<file path="src/rtl/mexp_pkg.sv">
// ----------------------------------------------------------------------------
// mexp_pkg: shared types and constants for the modular exponentiation block
// Field widths, reduction step counts and the request/response bundles used
// between the sequencer and the shared multiply-reduce unit.
// ----------------------------------------------------------------------------
package mexp_pkg;

  localparam int EXP_BITS  = 31;
  localparam int MOD_BITS  = 16;
  localparam int PROD_W    = 2 * MOD_BITS;
  localparam int RED_STEPS = PROD_W / 2;
  localparam int STEP_W    = $clog2(RED_STEPS + 1);
  localparam int IDX_W     = (EXP_BITS > 1) ? $clog2(EXP_BITS) : 1;

  typedef logic [MOD_BITS-1:0] mod_word_t;
  typedef logic [EXP_BITS-1:0] exp_word_t;
  typedef logic [IDX_W-1:0]    bit_idx_t;

  // One multiply-reduce job: op_a * op_b mod modulus
  typedef struct packed {
    logic      start;
    mod_word_t op_a;
    mod_word_t op_b;
    mod_word_t modulus;
  } mexp_req_t;

  typedef struct packed {
    logic      done;
    mod_word_t result;
  } mexp_rsp_t;

  typedef enum logic [5:0] {
    ST_IDLE   = 6'b000001,
    ST_REDUCE = 6'b000010,
    ST_SCAN   = 6'b000100,
    ST_SQUARE = 6'b001000,
    ST_MULT   = 6'b010000,
    ST_FINISH = 6'b100000
  } mexp_state_t;

endpackage

</file>
<file path="src/rtl/modular_exponentiation.sv">
// ----------------------------------------------------------------------------
// modular_exponentiation: base ^ exponent mod modulus
// Left-to-right square-and-multiply over the exponent bits, built around one
// shared multiply-reduce unit under a small sequencer.
// ----------------------------------------------------------------------------
// One beat in gives one beat out: power_result = base_value ^ exponent_value
// mod modulus_value, exact for every bit pattern (the base is reduced first).
// A zero exponent answers 1 for any modulus, a zero modulus with a nonzero
// exponent answers 0; both pass straight to the finish state and the output
// register, then return to idle for the next beat. Otherwise every modular
// multiply goes through the shared unit, which registers the 16x16 product and
// then runs a two-bit restoring reduction. The base reduction is one job.
// Leading zero exponent bits are skipped in the scan state, and the highest
// set bit loads the accumulator directly; each lower bit issues a square from
// the scan state, and a set bit adds a multiply issued as the square lands.
// The finish state waits for the output to be free, then the block returns
// to idle. The block takes no new beat while an item is in flight, but the
// result sits in its own output register, so the next beat can be taken while
// it waits.
// ----------------------------------------------------------------------------
module modular_exponentiation (
  input  logic                    clk,
  input  logic                    rst,
  input  logic                    in_valid,
  output logic                    in_ready,
  input  mexp_pkg::mod_word_t     base_value,
  input  mexp_pkg::exp_word_t     exponent_value,
  input  mexp_pkg::mod_word_t     modulus_value,
  output logic                    out_valid,
  input  logic                    out_ready,
  output mexp_pkg::mod_word_t     power_result
);
  import mexp_pkg::*;

  mexp_state_t state;
  mexp_state_t state_next;

  exp_word_t   expo;
  mod_word_t   modulus;
  mod_word_t   base_red;
  mod_word_t   acc;
  bit_idx_t    bit_idx;
  logic        started;

  mexp_req_t   req;
  mexp_rsp_t   rsp;

  logic        in_fire;
  logic        cur_bit;
  logic        last_bit;
  logic        out_free;

  assign in_ready = (state == ST_IDLE);
  assign in_fire  = in_valid && in_ready;
  assign cur_bit  = expo[bit_idx];
  assign last_bit = (bit_idx == '0);
  assign out_free = !out_valid || out_ready;

  // Pick the operands for the shared unit: base reduction on a fresh beat,
  // square from the scan state, multiply right after a square lands.
  always_comb begin
    req.start   = 1'b0;
    req.op_a    = acc;
    req.op_b    = acc;
    req.modulus = modulus;
    unique case (state)
      ST_IDLE: begin
        req.op_a    = base_value;
        req.op_b    = MOD_BITS'(1);
        req.modulus = modulus_value;
        req.start   = in_fire && (exponent_value != '0) && (modulus_value != '0);
      end
      ST_SCAN: begin
        req.start = started;
      end
      ST_SQUARE: begin
        req.op_a  = rsp.result;
        req.op_b  = base_red;
        req.start = rsp.done && cur_bit;
      end
      default: begin
        req.start = 1'b0;
      end
    endcase
  end

  mexp_modmul u_modmul (
    .clk (clk),
    .rst (rst),
    .req (req),
    .rsp (rsp)
  );

  always_comb begin
    state_next = state;
    unique case (state)
      ST_IDLE: begin
        if (in_fire) begin
          if ((exponent_value == '0) || (modulus_value == '0)) begin
            state_next = ST_FINISH;
          end else begin
            state_next = ST_REDUCE;
          end
        end
      end
      ST_REDUCE: begin
        if (rsp.done) begin
          state_next = ST_SCAN;
        end
      end
      ST_SCAN: begin
        if (started) begin
          state_next = ST_SQUARE;
        end else if (cur_bit && last_bit) begin
          state_next = ST_FINISH;
        end
      end
      ST_SQUARE: begin
        if (rsp.done) begin
          if (cur_bit) begin
            state_next = ST_MULT;
          end else if (last_bit) begin
            state_next = ST_FINISH;
          end else begin
            state_next = ST_SCAN;
          end
        end
      end
      ST_MULT: begin
        if (rsp.done) begin
          state_next = last_bit ? ST_FINISH : ST_SCAN;
        end
      end
      ST_FINISH: begin
        if (out_free) begin
          state_next = ST_IDLE;
        end
      end
      default: begin
        state_next = ST_IDLE;
      end
    endcase
  end

  // Control: state, scan progress and the output beat
  always_ff @(posedge clk) begin
    if (rst) begin
      state     <= ST_IDLE;
      started   <= 1'b0;
      out_valid <= 1'b0;
    end else begin
      state <= state_next;
      if (state == ST_REDUCE) begin
        started <= 1'b0;
      end else if ((state == ST_SCAN) && cur_bit) begin
        started <= 1'b1;
      end
      if ((state == ST_FINISH) && out_free) begin
        out_valid <= 1'b1;
      end else if (out_ready) begin
        out_valid <= 1'b0;
      end
    end
  end

  // Datapath registers
  always_ff @(posedge clk) begin
    unique case (state)
      ST_IDLE: begin
        if (in_fire) begin
          expo    <= exponent_value;
          modulus <= modulus_value;
          // Special answers go straight to the finish state through acc
          acc     <= (exponent_value == '0) ? MOD_BITS'(1) : '0;
        end
      end
      ST_REDUCE: begin
        if (rsp.done) begin
          base_red <= rsp.result;
          bit_idx  <= IDX_W'(EXP_BITS - 1);
        end
      end
      ST_SCAN: begin
        // Leading zeros leave acc alone: skip them; the top set bit loads base
        if (!started) begin
          if (cur_bit) begin
            acc <= base_red;
          end
          if (!last_bit) begin
            bit_idx <= bit_idx - IDX_W'(1);
          end
        end
      end
      ST_SQUARE: begin
        if (rsp.done) begin
          acc <= rsp.result;
          if (!cur_bit && !last_bit) begin
            bit_idx <= bit_idx - IDX_W'(1);
          end
        end
      end
      ST_MULT: begin
        if (rsp.done) begin
          acc <= rsp.result;
          if (!last_bit) begin
            bit_idx <= bit_idx - IDX_W'(1);
          end
        end
      end
      ST_FINISH: begin
        if (out_free) begin
          power_result <= acc;
        end
      end
      default: begin
      end
    endcase
  end

endmodule

</file>
<file path="src/rtl/mexp_modmul.sv">
// ----------------------------------------------------------------------------
// mexp_modmul: shared multiply-reduce unit
// Registers a * b, then reduces the product by the modulus with a restoring
// remainder loop that retires two product bits per cycle.
// ----------------------------------------------------------------------------
module mexp_modmul (
  input  logic                clk,
  input  logic                rst,
  input  mexp_pkg::mexp_req_t req,
  output mexp_pkg::mexp_rsp_t rsp
);
  import mexp_pkg::*;

  logic              busy;
  logic              done;
  logic [STEP_W-1:0] step_cnt;
  logic [PROD_W-1:0] prod;
  mod_word_t         modulus;
  mod_word_t         rem;
  mod_word_t         rem_next;
  logic              last_step;

  assign last_step = (step_cnt == STEP_W'(1));

  // Two dependent shift-compare-subtract steps; rem stays below modulus
  always_comb begin
    logic [MOD_BITS:0] r_hi;
    logic [MOD_BITS:0] r_lo;
    r_hi = {rem, prod[PROD_W-1]};
    if (r_hi >= {1'b0, modulus}) begin
      r_hi = r_hi - {1'b0, modulus};
    end
    r_lo = {r_hi[MOD_BITS-1:0], prod[PROD_W-2]};
    if (r_lo >= {1'b0, modulus}) begin
      r_lo = r_lo - {1'b0, modulus};
    end
    rem_next = r_lo[MOD_BITS-1:0];
  end

  always_ff @(posedge clk) begin
    if (rst) begin
      busy <= 1'b0;
      done <= 1'b0;
    end else begin
      done <= busy && last_step;
      if (req.start) begin
        busy <= 1'b1;
      end else if (busy && last_step) begin
        busy <= 1'b0;
      end
    end
  end

  always_ff @(posedge clk) begin
    if (req.start) begin
      prod     <= {{MOD_BITS{1'b0}}, req.op_a} * {{MOD_BITS{1'b0}}, req.op_b};
      modulus  <= req.modulus;
      rem      <= '0;
      step_cnt <= STEP_W'(RED_STEPS);
    end else if (busy) begin
      prod     <= prod << 2;
      rem      <= rem_next;
      step_cnt <= step_cnt - STEP_W'(1);
    end
  end

  assign rsp.done   = done;
  assign rsp.result = rem;

endmodule

</file>
<file path="config.mk">
export PLATFORM = sky130hd
export DESIGN_NAME = modular_exponentiation
export DESIGN_NICKNAME = d
export VERILOG_FILES = /design/src/rtl/mexp_pkg.sv /design/src/rtl/modular_exponentiation.sv /design/src/rtl/mexp_modmul.sv
export SDC_FILE = /design/constraint.sdc
export NUM_CORES = 1
export LEC_CHECK = 0
export BUFFER_PORTS_ARGS = -buffer_cell sky130_fd_sc_hd__buf_2
export CAP_MARGIN = 10
export CELL_PAD_IN_SITES_DETAIL_PLACEMENT = 0
export CELL_PAD_IN_SITES_GLOBAL_PLACEMENT = 2
export CORE_AREA = 4 4 203 205
export DETAILED_ROUTE_END_ITERATION = 8
export DIE_AREA = 0 0 207 209
export GPL_TIMING_DRIVEN = 0
export PLACE_DENSITY_LB_ADDON = 0.1
export SLEW_MARGIN = 20
export SYNTH_ARGS = -nofsm -noshare
export SYNTH_HDL_FRONTEND = slang
export SYNTH_SLANG_ARGS = --single-unit
</file>
<file path="constraint.sdc">
create_clock -name clk -period 18 [get_ports clk]
set_clock_uncertainty 0.1 [all_clocks]
set_input_delay 3.6 -clock clk [delete_from_list [all_inputs] [get_ports clk]]
set_output_delay 3.6 -clock clk [all_outputs]
set_load 0.02 [all_outputs]
</file>
Word-level counts from Yosys, hierarchy flattened. Cells that the tools add are included.

Register bits after elaboration: 179. Bits in latches: 0. RAM bits: 0. ROM bits: 0. Input bits: 67. Output and inout port bits: 18. Word-level logic and storage cells: 109. Memories kept: 0.

Add/subtract/negate cells: 4. $mul: 1. Div/mod/pow operators: 0. Order comparisons: 3. Equality and inequality tests: 17. Shifts and indexed selects: 0. Multiplexer cells: 37. Bitwise operators: 0. Reduce and logical (&&, ||, !) cells: 32.

Operator list (number): two-way mux 16 bit (7); two-way mux 32 bit (2); one-hot mux 32 bit (2 select lines) (1); two-way mux 6 bit (10); one-hot mux 16 bit (3 select lines) (1); one-hot mux 6 bit (6 select lines) (1); >= comparator 17 x 16 -> 1 bit (2); multiplier 16 x 16 -> 32 bit (1); subtractor 16 bit (2); logical NOT 31 bit (1); nonzero test 31 bit (1); two-way mux 5 bit (6); one-hot mux 5 bit (4 select lines) (1); logical NOT 16 bit (1); nonzero test 16 bit (1); AND reduction 6 bit (2); inequality test 2 x 1 -> 1 bit (second input constant) (5); subtractor 5 x 1 -> 5 bit (second input constant) (2); logical AND 1 bit (9); inequality test 2 bit (second input constant) (4); == test 6 x 1 -> 1 bit (second input constant) (1); == test 6 x 2 -> 1 bit (second input constant) (1); == test 6 x 3 -> 1 bit (second input constant) (1); == test 6 x 4 -> 1 bit (second input constant) (1); 17 further kinds (30).

Depth between registers and ports, before layout. Gate-level depths: netlist (run 1).

Word-level depth: 7. Gate-level depth with buffers: 31.

By module. From an unflattened synthesis (run 1), not the netlist that was laid out.

Cell total of the unflattened synthesis: 1794. Area total of the unflattened synthesis: 17666.9 µm².

Modules (own cells, without submodules): mexp_modmul (times used 1, cells an instance 1404, area an instance 12863.6 µm²); modular_exponentiation (times used 1, cells an instance 390, area an instance 4803.4 µm²).

Worst setup path after synthesis (run 1). No wires, ideal clock.

Path type: input -> register. From: input port base_value[14]. To: register u_modmul.prod[27], data pin. Setup time: 0.296 ns. Arrival: 9.344 ns. Path slack: 8.261 ns. Stages on the path: 22. Buffers on the path: 0. Cell sequence: a221oi_1 -> nor2_1 -> fa_1 -> inv_1 -> fa_1 -> inv_1 -> fa_1 -> fa_1 -> fa_1 -> inv_1 -> fa_1 -> inv_1 -> ha_1 -> a21o_1 -> a21o_1 -> a21o_1 -> a311o_1 -> or2_2 -> a21o_1 -> a21oi_1 -> xnor2_1 -> a21oi_1.

Longest elaborated chain between the ends: 3.

RTL lines: start: declaration (RTL line modular_exponentiation.sv:26) `input mexp_pkg::mod_word_t base_value,`; one-hot mux 32 bit (2 select lines) (RTL line modular_exponentiation.sv:66) `unique case (state)`; multiplier 16 x 16 -> 32 bit (RTL line mexp_modmul.sv:56) `prod <= {{MOD_BITS{1'b0}}, req.op_a} * {{MOD_BITS{1'b0}}, req.op_b};`; two-way mux 32 bit (RTL line mexp_modmul.sv:55) `if (req.start) begin`; end signal: assignment (RTL line mexp_modmul.sv:56); end signal: assignment (RTL line mexp_modmul.sv:61) `prod <= prod << 2;`; end: declaration (RTL line mexp_modmul.sv:17) `logic [PROD_W-1:0] prod;`.

No other way between the ends. A chain may end at the register's enable or synchronous reset.

Final worst setup path (run 1).
From: input port base_value[3]. To: register u_modmul.prod[27], data pin.

The elaborated chain is that of the path after synthesis.

==> impl_metrics.toml, run 1 <==
[status]
status = "completed"

[pwr]
irDropWorstVdd_uv = 105
power.leakage_uw = 0.00874
powerDensity_nw_per_um2 = 188
power.total_uw = 3640

[global_route]
grt_max_degree = 33
antenna_found_initial = 0
grt_pass1_vias = 13731
overflow = 0
grt_pass1_wl_um = 80900
track_usage_pct = 24.1

[timing]
setup_tns_ns = 0
period_share_pct = 57.5
fmax_mhz = 96.6
fin_crit_ns = 10.36
tightest_slew_ns = 1.24
finalHoldViolations = 0
setup_viol = 0
drv_slew = 0
rsz0062_at_grt = "false"
slew_headroom_pct = 17.4

[route]
wire_per_inst_um = 21.1
drt_iter0_markers = 970
route.met3.wl_um = 3930
avgViaCountPerCell = 5.49
drc = 0
routed_wl_um = 51600
vias = 13428
m1WireLength_um = 24800
wl_met2_um = 21800
first_pass_iters = 8
top_layer_used = "met4"
final_antenna_net_count = 0

[worst_setup_path]
slowest_stage = "fa_1"
path_cells = "buf_2, a221oi_1, clkbuf_1, nor2_1, fa_1, inv_1, fa_1, inv_1, fa_1, fa_1, fa_1, inv_1, fa_1, inv_1, ha_1, and3_1, and3_1, o311ai_0, a31oi_1, or2_2, a21o_1, a21oi_1, xnor2_1, a21oi_1"
crit_type = "in -> reg"
crit_fanout = 10
arrival_ns = 10.41
crit_buf_inv = 6
start_kind = "input pin"
worstSetupEndpointType = "flop"
max_stage_delay_ns = 0.60
crit_family = "adder cells"
required_ns = 18.06
cpMostUsedCell = "fa_1"

[die]
boundaryPins = 85
rows = 73
die_y_um = 209
die_x_um = 207
start_util_pct = 44.4
dieArea_um2 = 43300
core_um2 = 39500

[cells_and_area]
diodes = 0
final_cell_area_um2 = 19400
area_growth_pct = 10.5
layout.cells.non_filler = 2445
fillers = 3810
nets = 2309
drive_above_1_share_pct = 10.6
final_util_pct = 49.1

[clocking]
numCtsBuffers = 17
cts_hold_buf = 0
cts.sinks = 179
clk_pin_slew_ns = 0.07
worstSkewPairLatency_ns = 0.44
tritoncts = "yes"
post_cts_buffers = 0
clockBufferDepth = 2
cts_resized = 0
cts_root_buf = "clkbuf_16"
cts_max_level = 4

[hold_path]
min_path_type = "reg -> reg"

[logic_synthesis]
synth_top_cell_area_share_pct = 25.4
synth_commonest_cells = "inv_1, nand2_1, fa_1, nor2_1, edfxtp_1"
ys.flop_type = "edfxtp_1"
synth.cell_area_um2 = 17500
yosysWarnings = 0
synthTopCellsByArea = "edfxtp_1, fa_1, ha_1"
synth-edff-count = 148
ys_ff_latch = 179
async_flop_share_pct = 0
netlist_instances = 1790
synth_top_cell_by_area = "edfxtp_1"
syn_area_per_cell_um2 = 9.79
ys_types = 74
syn_nets = 2192
seq_area_frac_synth_pct = 28.9
yosysMostFrequentCell = "inv_1"

[place]
placed_cells = 2412
place.gp.congestion = 0.954
hpwl_um = 42000
portBuffers = 83
dpl-instance-area_um2 = 18800

[flow_run]
maxCapViolCount = 0
==> worst register-to-register path: cells and delay by family, from the launching register on <==
kind                       cells  cell delay [ns]
DFF                            1             0.34
and+or+nand+nor                8             1.83
adders and majority gates      7             3.54
xor gates and xnor gates       1             0.14
buffers and inverters          7             1.58
AOI/OAI and AO/OA              6             1.88
==> placed cells by master, fill, tap and decap left out, types with 23 or more instances in the layout <==
| cell | synthesis | final |
|---|---|---|
| xnor2_1 | 36 | 36 |
| a21o_1 | 23 | 23 |
| buf_2 | 8 | 95 |
| nor2_1 | 182 | 182 |
| nor3_1 | 24 | 23 |
| clkbuf_1 | 51 | 52 |
| edfxtp_1 | 148 | 148 |
| a21oi_1 | 95 | 95 |
| inv_1 | 270 | 269 |
| dfxtp_1 | 31 | 31 |
| ha_1 | 139 | 139 |
| nand2_1 | 206 | 206 |
| fa_1 | 196 | 196 |
| o21ai_0 | 59 | 59 |
| mux2_2 | 28 | 28 |
==> worst paths after layout <==
path	from	end	slack (ns)	cells after the start
max	base_value[3]	u_modmul.prod[27]$_DFFE_PP_	7.64	24
min	acc[7]$_DFFE_PP_	power_result[7]$_DFFE_PP_	0.35	0
max reg2reg	state[5]$_SDFFE_PP0P_	u_modmul.prod[31]$_DFFE_PP_	8.42	29
min reg2reg	acc[7]$_DFFE_PP_	power_result[7]$_DFFE_PP_	0.35	0
==> kinds of logic after synthesis <==
group	share of synthesized area (%)
simple gates	13.7
fa+ha+maj	32.3
flops	28.9
mux	3.79
buf+inv	7.36
xor+xnor	2.90
compound gates	11.0
==> metrics by stage <==
step,setup slack [ns],hold slack [ns]
6_report,7.64,0.347
5_1_grt,7.40,0.367
4_1_cts,7.55,0.348
3_5_place_dp,7.11,0.329
3_3_place_gp,6.56,0.331
2_1_floorplan,8.26,0.317
==> per-layer routing <==
layer | vias to the layer above | track usage [%]
met5 | - | 0
met4 | 0 | 5.84
met3 | 50 | 5.63
met2 | 474 | 35.6
met1 | 6668 | 36.2
li1 | 6236 | -
==> area by class of cell <==
cell class                 instances  area [um2]  share of cell area [%]
multi-input combinational       1275       11200                    58.0
sequential                       179        5060                    26.2
inverter                         271        1020                    5.25
tap                              525         657                    3.39
timing repair buffer              98         552                    2.85
clock buffer                      18         429                    2.22
buffer                            65         274                    1.41
clock inverter                    14         145                   0.749
==> flip-flops by register name, indices dropped and copies added (netlist names), 5 cells and up <==
signal	count
acc	16
base_red	16
bit_idx	5
expo	31
modulus	16
power_result	16
state	6
u_modmul.modulus	16
u_modmul.prod	32
u_modmul.rem	16
u_modmul.step_cnt	5
==> where the power goes <==
group | leakage (uW) | switching [uW] | internal, uW
Clock | 0.000282 | 180 | 196
Sequential | 0.00166 | 65.5 | 569
Combinational | 0.00680 | 1600 | 1030
Total | 0.00874 | 1840 | 1790
Note: power is estimated with default switching activity, not from simulation.
==> inputs of run 2 (changes only) <==
--- a/config.mk
+++ b/config.mk
@@ -9,9 +9,9 @@
 export CAP_MARGIN = 10
 export CELL_PAD_IN_SITES_DETAIL_PLACEMENT = 0
 export CELL_PAD_IN_SITES_GLOBAL_PLACEMENT = 2
-export CORE_AREA = 4 4 203 205
+export CORE_AREA = 4 4 223 225
 export DETAILED_ROUTE_END_ITERATION = 8
-export DIE_AREA = 0 0 207 209
+export DIE_AREA = 0 0 227 229
 export GPL_TIMING_DRIVEN = 0
 export PLACE_DENSITY_LB_ADDON = 0.1
 export SLEW_MARGIN = 20
==> constraint.sdc (replaced) <==
create_clock -name clk -period 9.2 [get_ports clk]
set_clock_uncertainty 0.1 [all_clocks]
set_input_delay 1.84 -clock clk [delete_from_list [all_inputs] [get_ports clk]]
set_output_delay 1.84 -clock clk [all_outputs]
set_load 0.02 [all_outputs]
==> run 2 against run 1 <==
- flip-flop and latch count unchanged
- critical path depth up 6
- combinational power up 96%
- via count down 1.7%
- first-iteration DRC count down 2.3%
- clock power up 90%
- register-to-register slack worse by 8.0 ns
- final cell count up 3.4%
- highest routed layer unchanged
- setup slack worse by 7.2 ns
- sequential share of layout area down 0.20 points
- sequential power up 96%
==> impl_metrics.toml, run 2 (synthesized netlist as in run 1, its figures left out) <==
[route]
drt_iter0_markers = 948
drc = 0
routed_wl_um = 53600
wire_per_inst_um = 21.2
avgViaCountPerCell = 5.22
first_pass_iters = 6
vias = 13194
final_antenna_net_count = 0

[cells_and_area]
nets = 2301
diodes = 0
layout.cells.non_filler = 2527
area_growth_pct = 11.3
final_common_cell = "inv_1"
drive_above_1_share_pct = 12.1
largest_register_ffs = 32
fillers = 4723
regMostFlops = "u_modmul.prod"
reg_top3 = "u_modmul.prod (32), expo (31)"
final_cell_mix = "inv_1, nand2_1, fa_1, nor2_1, edfxtp_1"
final_cell_area_um2 = 19500

[clocking]
cts_root_buf = "clkbuf_16"
cts_max_level = 4
post_cts_buffers = 0
cts.sinks = 179
worstSkewPairLatency_ns = 0.47
clk_pin_slew_ns = 0.08
numCtsBuffers = 17
tritoncts = "yes"
clockBufferDepth = 2
cts_hold_buf = 0

[timing]
setup_viol = 0
setup_slack_ns = 0.407
rsz0062_at_grt = "false"
period_share_pct = 95.6
fmax_mhz = 114
finalHoldViolations = 0
tightest_slew_ns = 1.13
drv_slew = 0
fin_crit_ns = 8.79
slew_headroom_pct = 24.7

[global_route]
grt_pass1_vias = 13623
grt_pass1_wl_um = 83500
overflow = 0
grt_max_degree = 32
track_usage_pct = 21.4
antenna_found_initial = 0

[place]
pre_cts_slack_ns = -0.449
portBuffers = 83
place.gp.congestion = 0.906
hpwl_um = 44200
placed_cells = 2503
dpl-instance-area_um2 = 18900

[worst_setup_path]
arrival_ns = 8.89
crit_fanout = 10
worstSetupEndpointType = "flop"
r2r_slack_ns = 0.41
slowest_stage = "fa_1"
max_stage_delay_ns = 0.57
ff2ff_path_depth = 30
cpMostUsedCell = "fa_1"
crit_type = "reg -> reg"
start_kind = "flop"
r2r-start = "state[4]$_SDFFE_PP0P_"
required_ns = 9.30
reg2reg_to = "u_modmul.prod[31]$_DFFE_PP_"

[hold_path]
hp-start = "acc[1]$_DFFE_PP_"
hold_end = "power_result[1]$_DFFE_PP_"
min_path_type = "reg -> reg"
min_path_cells = 0

[die]
die_x_um = 227
boundaryPins = 85
rows = 80
die_y_um = 229
dieArea_um2 = 52000
start_util_pct = 36.9
core_um2 = 47500

[pwr]
power.leakage_uw = 0.00877
powerDensity_nw_per_um2 = 365
power.total_uw = 7110
irDropWorstVdd_uv = 148

[flow_run]
maxCapViolCount = 0

[status]
status = "completed"
==> run 2: worst max path at each step <==
stage / end / cells after the start / start / slack [ns]
after floorplan: u_modmul.prod[27]$_DFFE_PP_ / 22 / base_value[14] / 1.22
after global placement: u_modmul.prod[31]$_DFFE_PP_ / 28 / state[5]$_SDFFE_PP0P_ / -0.88
after detailed placement: u_modmul.prod[31]$_DFFE_PP_ / 29 / state[5]$_SDFFE_PP0P_ / -0.45
after CTS: u_modmul.prod[31]$_DFFE_PP_ / 29 / state[5]$_SDFFE_PP0P_ / 0.007
after global routing: u_modmul.prod[31]$_DFFE_PP_ / 30 / state[4]$_SDFFE_PP0P_ / 0.01
final: u_modmul.prod[31]$_DFFE_PP_ / 30 / state[4]$_SDFFE_PP0P_ / 0.41
==> run 2: cell type report <==
type | instances | area [um2] | area share (%)
Buffer | 57 | 265 | 1.36
Clock buffer | 17 | 425 | 2.18
Clock inverter | 15 | 140 | 0.718
Inverter | 271 | 1020 | 5.21
Multi-Input combinational cell | 1275 | 11300 | 57.8
Sequential cell | 179 | 5060 | 26.0
Tap cell | 615 | 769 | 3.94
Timing Repair Buffer | 98 | 551 | 2.82
==> run 2: per-stage QoR <==
stage | hold slack (ns) | setup TNS [ns] | util (%)
after floorplan | 0.317 | 0 | -
final | 0.347 | 0 | 41.0
after CTS | 0.347 | 0 | 41.0
after global routing | 0.357 | 0 | 41.0
after detailed placement | 0.336 | -1.89 | 39.8
after global placement | 0.333 | -8.09 | 39.4
==> run 2: worst max-delay path: cells and delay by family, from the launching register on <==
| kind | cells | cell delay, ns |
|---|---|---|
| and+or+nand+nor | 8 | 1.52 |
| DFF | 1 | 0.42 |
| xor gates and xnor gates | 1 | 0.15 |
| AOI/OAI and AO/OA | 6 | 1.46 |
| adders and majority gates | 7 | 3.42 |
| buffers and inverters | 8 | 1.43 |
==> run 2: timing repair <==
action / 4_1_cts / 5_1_grt
gates resized for setup: 16 / 11
endpoints found under the setup margin: 12 / 14
gates cloned: 0 / 0
pin swaps: 0 / 0
==> run 2: per-layer routing <==
layer / up-vias / GRT usage (%) / wire (um)
li1: 6225 / - / -
met1: 6521 / 32.2 / 26100
met2: 393 / 31.0 / 22700
met3: 55 / 5.08 / 3740
met4: 0 / 5.45 / 1070
met5: - / 0 / 0
==> run 2: power breakdown <==
group	internal, uW	total [uW]	switching, uW
sequential	1110	1240	125
clock	357	714	357
combinational	2000	5160	3160
==> inputs of run 3 (changes only) <==
--- a/config.mk
+++ b/config.mk
@@ -5,15 +5,14 @@
 export SDC_FILE = /design/constraint.sdc
 export NUM_CORES = 1
 export LEC_CHECK = 0
+export ABC_AREA = 1
 export BUFFER_PORTS_ARGS = -buffer_cell sky130_fd_sc_hd__buf_2
 export CAP_MARGIN = 10
-export CELL_PAD_IN_SITES_DETAIL_PLACEMENT = 0
-export CELL_PAD_IN_SITES_GLOBAL_PLACEMENT = 2
-export CORE_AREA = 4 4 223 225
+export CORE_AREA = 4 4 186 188
 export DETAILED_ROUTE_END_ITERATION = 8
-export DIE_AREA = 0 0 227 229
+export DIE_AREA = 0 0 190 192
 export GPL_TIMING_DRIVEN = 0
-export PLACE_DENSITY_LB_ADDON = 0.1
+export PLACE_DENSITY = 0.78
 export SLEW_MARGIN = 20
 export SYNTH_ARGS = -nofsm -noshare
 export SYNTH_HDL_FRONTEND = slang
==> run 3 against run 2 <==
- first-iteration DRC count grew 7.3%
- register-to-register slack better by 1.1 ns
- fmax is 8.7% higher
- hold slack gained 0.0092 ns
- sequential share of layout area down 1.2 points
- via count up 17%
- total power fell by 7.6%
- flip-flop and latch count unchanged
- final cell count up 13%
- global-route usage is 7.6 points higher
- die area down 30%
- combinational power decreased by 9.1%
- critical path type is now in -> reg
- critical endpoint is now u_modmul.prod[27]$_DFFE_PP_
- largest cell class unchanged
- largest power group unchanged
- highest routed layer unchanged
==> impl_metrics.toml, run 3 <==
[global_route]
grt_pass1_vias = 15799
overflow = 0
track_usage_pct = 29.0
grt_max_degree = 33
grt_pass1_wl_um = 82200
antenna_found_initial = 0

[clocking]
post_cts_buffers = 0
numCtsBuffers = 17
clk_pin_slew_ns = 0.07
cts_max_level = 4
clockBufferDepth = 2
cts_root_buf = "clkbuf_16"
worstSkewPairLatency_ns = 0.46
cts.sinks = 179
cts_resized = 0
cts_hold_buf = 0
tritoncts = "yes"

[route]
top_layer_used = "met4"
drt_iter0_markers = 1017
m1WireLength_um = 20200
final_antenna_net_count = 0
drc = 0
first_pass_iters = 5
wl_met2_um = 25800
route.met3.wl_um = 2720
routed_wl_um = 51700
wire_per_inst_um = 18.1
avgViaCountPerCell = 5.42
vias = 15502

[die]
core_um2 = 33100
start_util_pct = 56.8
die_x_um = 190
die_y_um = 192
boundaryPins = 85
rows = 67
dieArea_um2 = 36500

[place]
hpwl_um = 43500
portBuffers = 83
dpl-instance-area_um2 = 19800
place.gp.congestion = 1.01
placed_cells = 2829

[logic_synthesis]
synth_top_cell_area_share_pct = 23.6
async_flop_share_pct = 0
ys.flop_type = "edfxtp_1"
synth_commonest_cells = "nand2_1, inv_1, nor2_1, fa_1, edfxtp_1"
netlist_instances = 2294
synth_top_cell_by_area = "edfxtp_1"
syn_area_per_cell_um2 = 8.20
synth.cell_area_um2 = 18800
yosysMostFrequentCell = "nand2_1"
yosysWarnings = 0
ys_types = 56
synthTopCellsByArea = "edfxtp_1, fa_1, nand2_1"
ys_ff_latch = 179
synth-edff-count = 148
seq_area_frac_synth_pct = 26.9
syn_nets = 2696

[timing]
drv_slew = 0
setup_viol = 0
period_share_pct = 87.9
finalHoldViolations = 0
setup_tns_ns = 0
fmax_mhz = 124
fin_crit_ns = 8.09
tightest_slew_ns = 0.857
rsz0062_at_grt = "false"
whs_ns = 0.356
slew_headroom_pct = 42.8

[cells_and_area]
final_common_cell = "nand2_1"
layout.cells.non_filler = 2861
regMostFlops = "u_modmul.prod"
diodes = 0
reg_top3 = "u_modmul.prod (32), expo (31)"
drive_above_1_share_pct = 10.7
final_cell_area_um2 = 20400
fillers = 2922
final_util_pct = 61.7
largest_register_ffs = 32
area_growth_pct = 8.69
nets = 2802
final_cell_mix = "nand2_1, inv_1, nor2_1, fa_1, edfxtp_1"

[status]
status = "completed"

[pwr]
seqPwrFrac_pct = 17.6
p_sw_share_pct = 53.5
irDropWorstVdd_uv = 207
powerDensity_nw_per_um2 = 322
power.switching_uw = 3520
p_int_uw = 3060
power_frac_comb_pct = 71.4
power.leakage_uw = 0.0101
p_clk_share_pct = 11.0

[worst_setup_path]
start_kind = "input pin"
ff2ff_path_depth = 28
arrival_ns = 8.19
crit_type = "in -> reg"
setup.worst_path.start = "base_value[5]"
reg2reg_to = "u_modmul.prod[27]$_DFFE_PP_"
critPathCapture = "u_modmul.prod[27]$_DFFE_PP_"
crit_fanout = 9
worstSetupEndpointType = "flop"
r2r-start = "state[3]$_SDFFE_PP0P_"
required_ns = 9.30
r2r_slack_ns = 1.47

[flow_run]
maxCapViolCount = 0

[hold_path]
min_path_type = "reg -> reg"
hp-start = "acc[14]$_DFFE_PP_"
-- run 3: layout make-up --
| type | count | area, um2 | area share, % |
|---|---|---|---|
| multi-input combinational | 1594 | 11700 | 57.1 |
| sequential | 179 | 5060 | 24.8 |
| clock buffer | 17 | 425 | 2.08 |
| clock inverter | 15 | 161 | 0.790 |
| timing repair buffer | 87 | 469 | 2.30 |
| tap | 448 | 561 | 2.74 |
| buffer | 48 | 304 | 1.49 |
| inverter | 473 | 1780 | 8.72 |
-- run 3: power by group through the flow --
stage | Sequential (uW) | Combinational [uW] | Clock [uW]
floorplan | 1140 | 3270 | 0
global placement | 1170 | 4600 | 0
detailed placement | 1170 | 4650 | 0
CTS | 1160 | 4680 | 730
global route | 1170 | 5210 | 769
finish | 1160 | 4690 | 725
-- run 3: logic make-up (layout without fill, tap and decap cells) --
kind of cell / count (synthesis) / after routing / synth area share (%)
AOI/OAI and AO/OA: 203 / 203 / 6.57
xor gates and xnor gates: 50 / 50 / 2.33
adders and majority gates: 335 / 335 / 30.1
buffers and inverters: 521 / 640 / 11.1
DFF: 179 / 179 / 26.9
and+or+nand+nor: 1006 / 1006 / 22.9
-- run 3: worst min path at each step --
stage	to	slack, ns	depth (start not counted)
finish	power_result[14]$_DFFE_PP_	0.36	0
CTS	power_result[1]$_DFFE_PP_	0.35	0
floorplan	power_result[0]$_DFFE_PP_	0.32	0
global route	power_result[1]$_DFFE_PP_	0.36	0
global placement	power_result[2]$_DFFE_PP_	0.33	0
detailed placement	power_result[1]$_DFFE_PP_	0.34	0
-- run 3: per-stage QoR --
stage	total power, uW	worst slack (ns)
6_report	6570	1.11
2_1_floorplan	4410	2.13
3_5_place_dp	5820	0.875
4_1_cts	6570	1.32
3_3_place_gp	5770	0.891
5_1_grt	7150	0.991
-- run 3: critical path, stage by stage --
cell	delay (ns)
buf_2	0.10
nand2_1	0.12
o21ai_0	0.13
nor2_2	0.56
inv_1	0.41
nand2_1	0.19
fa_1	0.44
inv_1	0.09
fa_1	0.40
fa_1	0.52
fa_1	0.43
fa_1	0.49
inv_1	0.05
fa_1	0.58
inv_1	0.08
ha_1	0.36
a21o_1	0.23
nand2_1	0.07
nand2_1	0.06
a21oi_1	0.29
nand3_1	0.27
a21oi_1	0.25
xor2_1	0.10
nand2_1	0.07
nand2_1	0.06
-- run 3: metal layers --
layer	up-vias	GRT usage, %
met5	-	0
met4	0	14.7
met3	153	3.29
met2	551	50.9
met1	7423	35.5
li1	7375	-
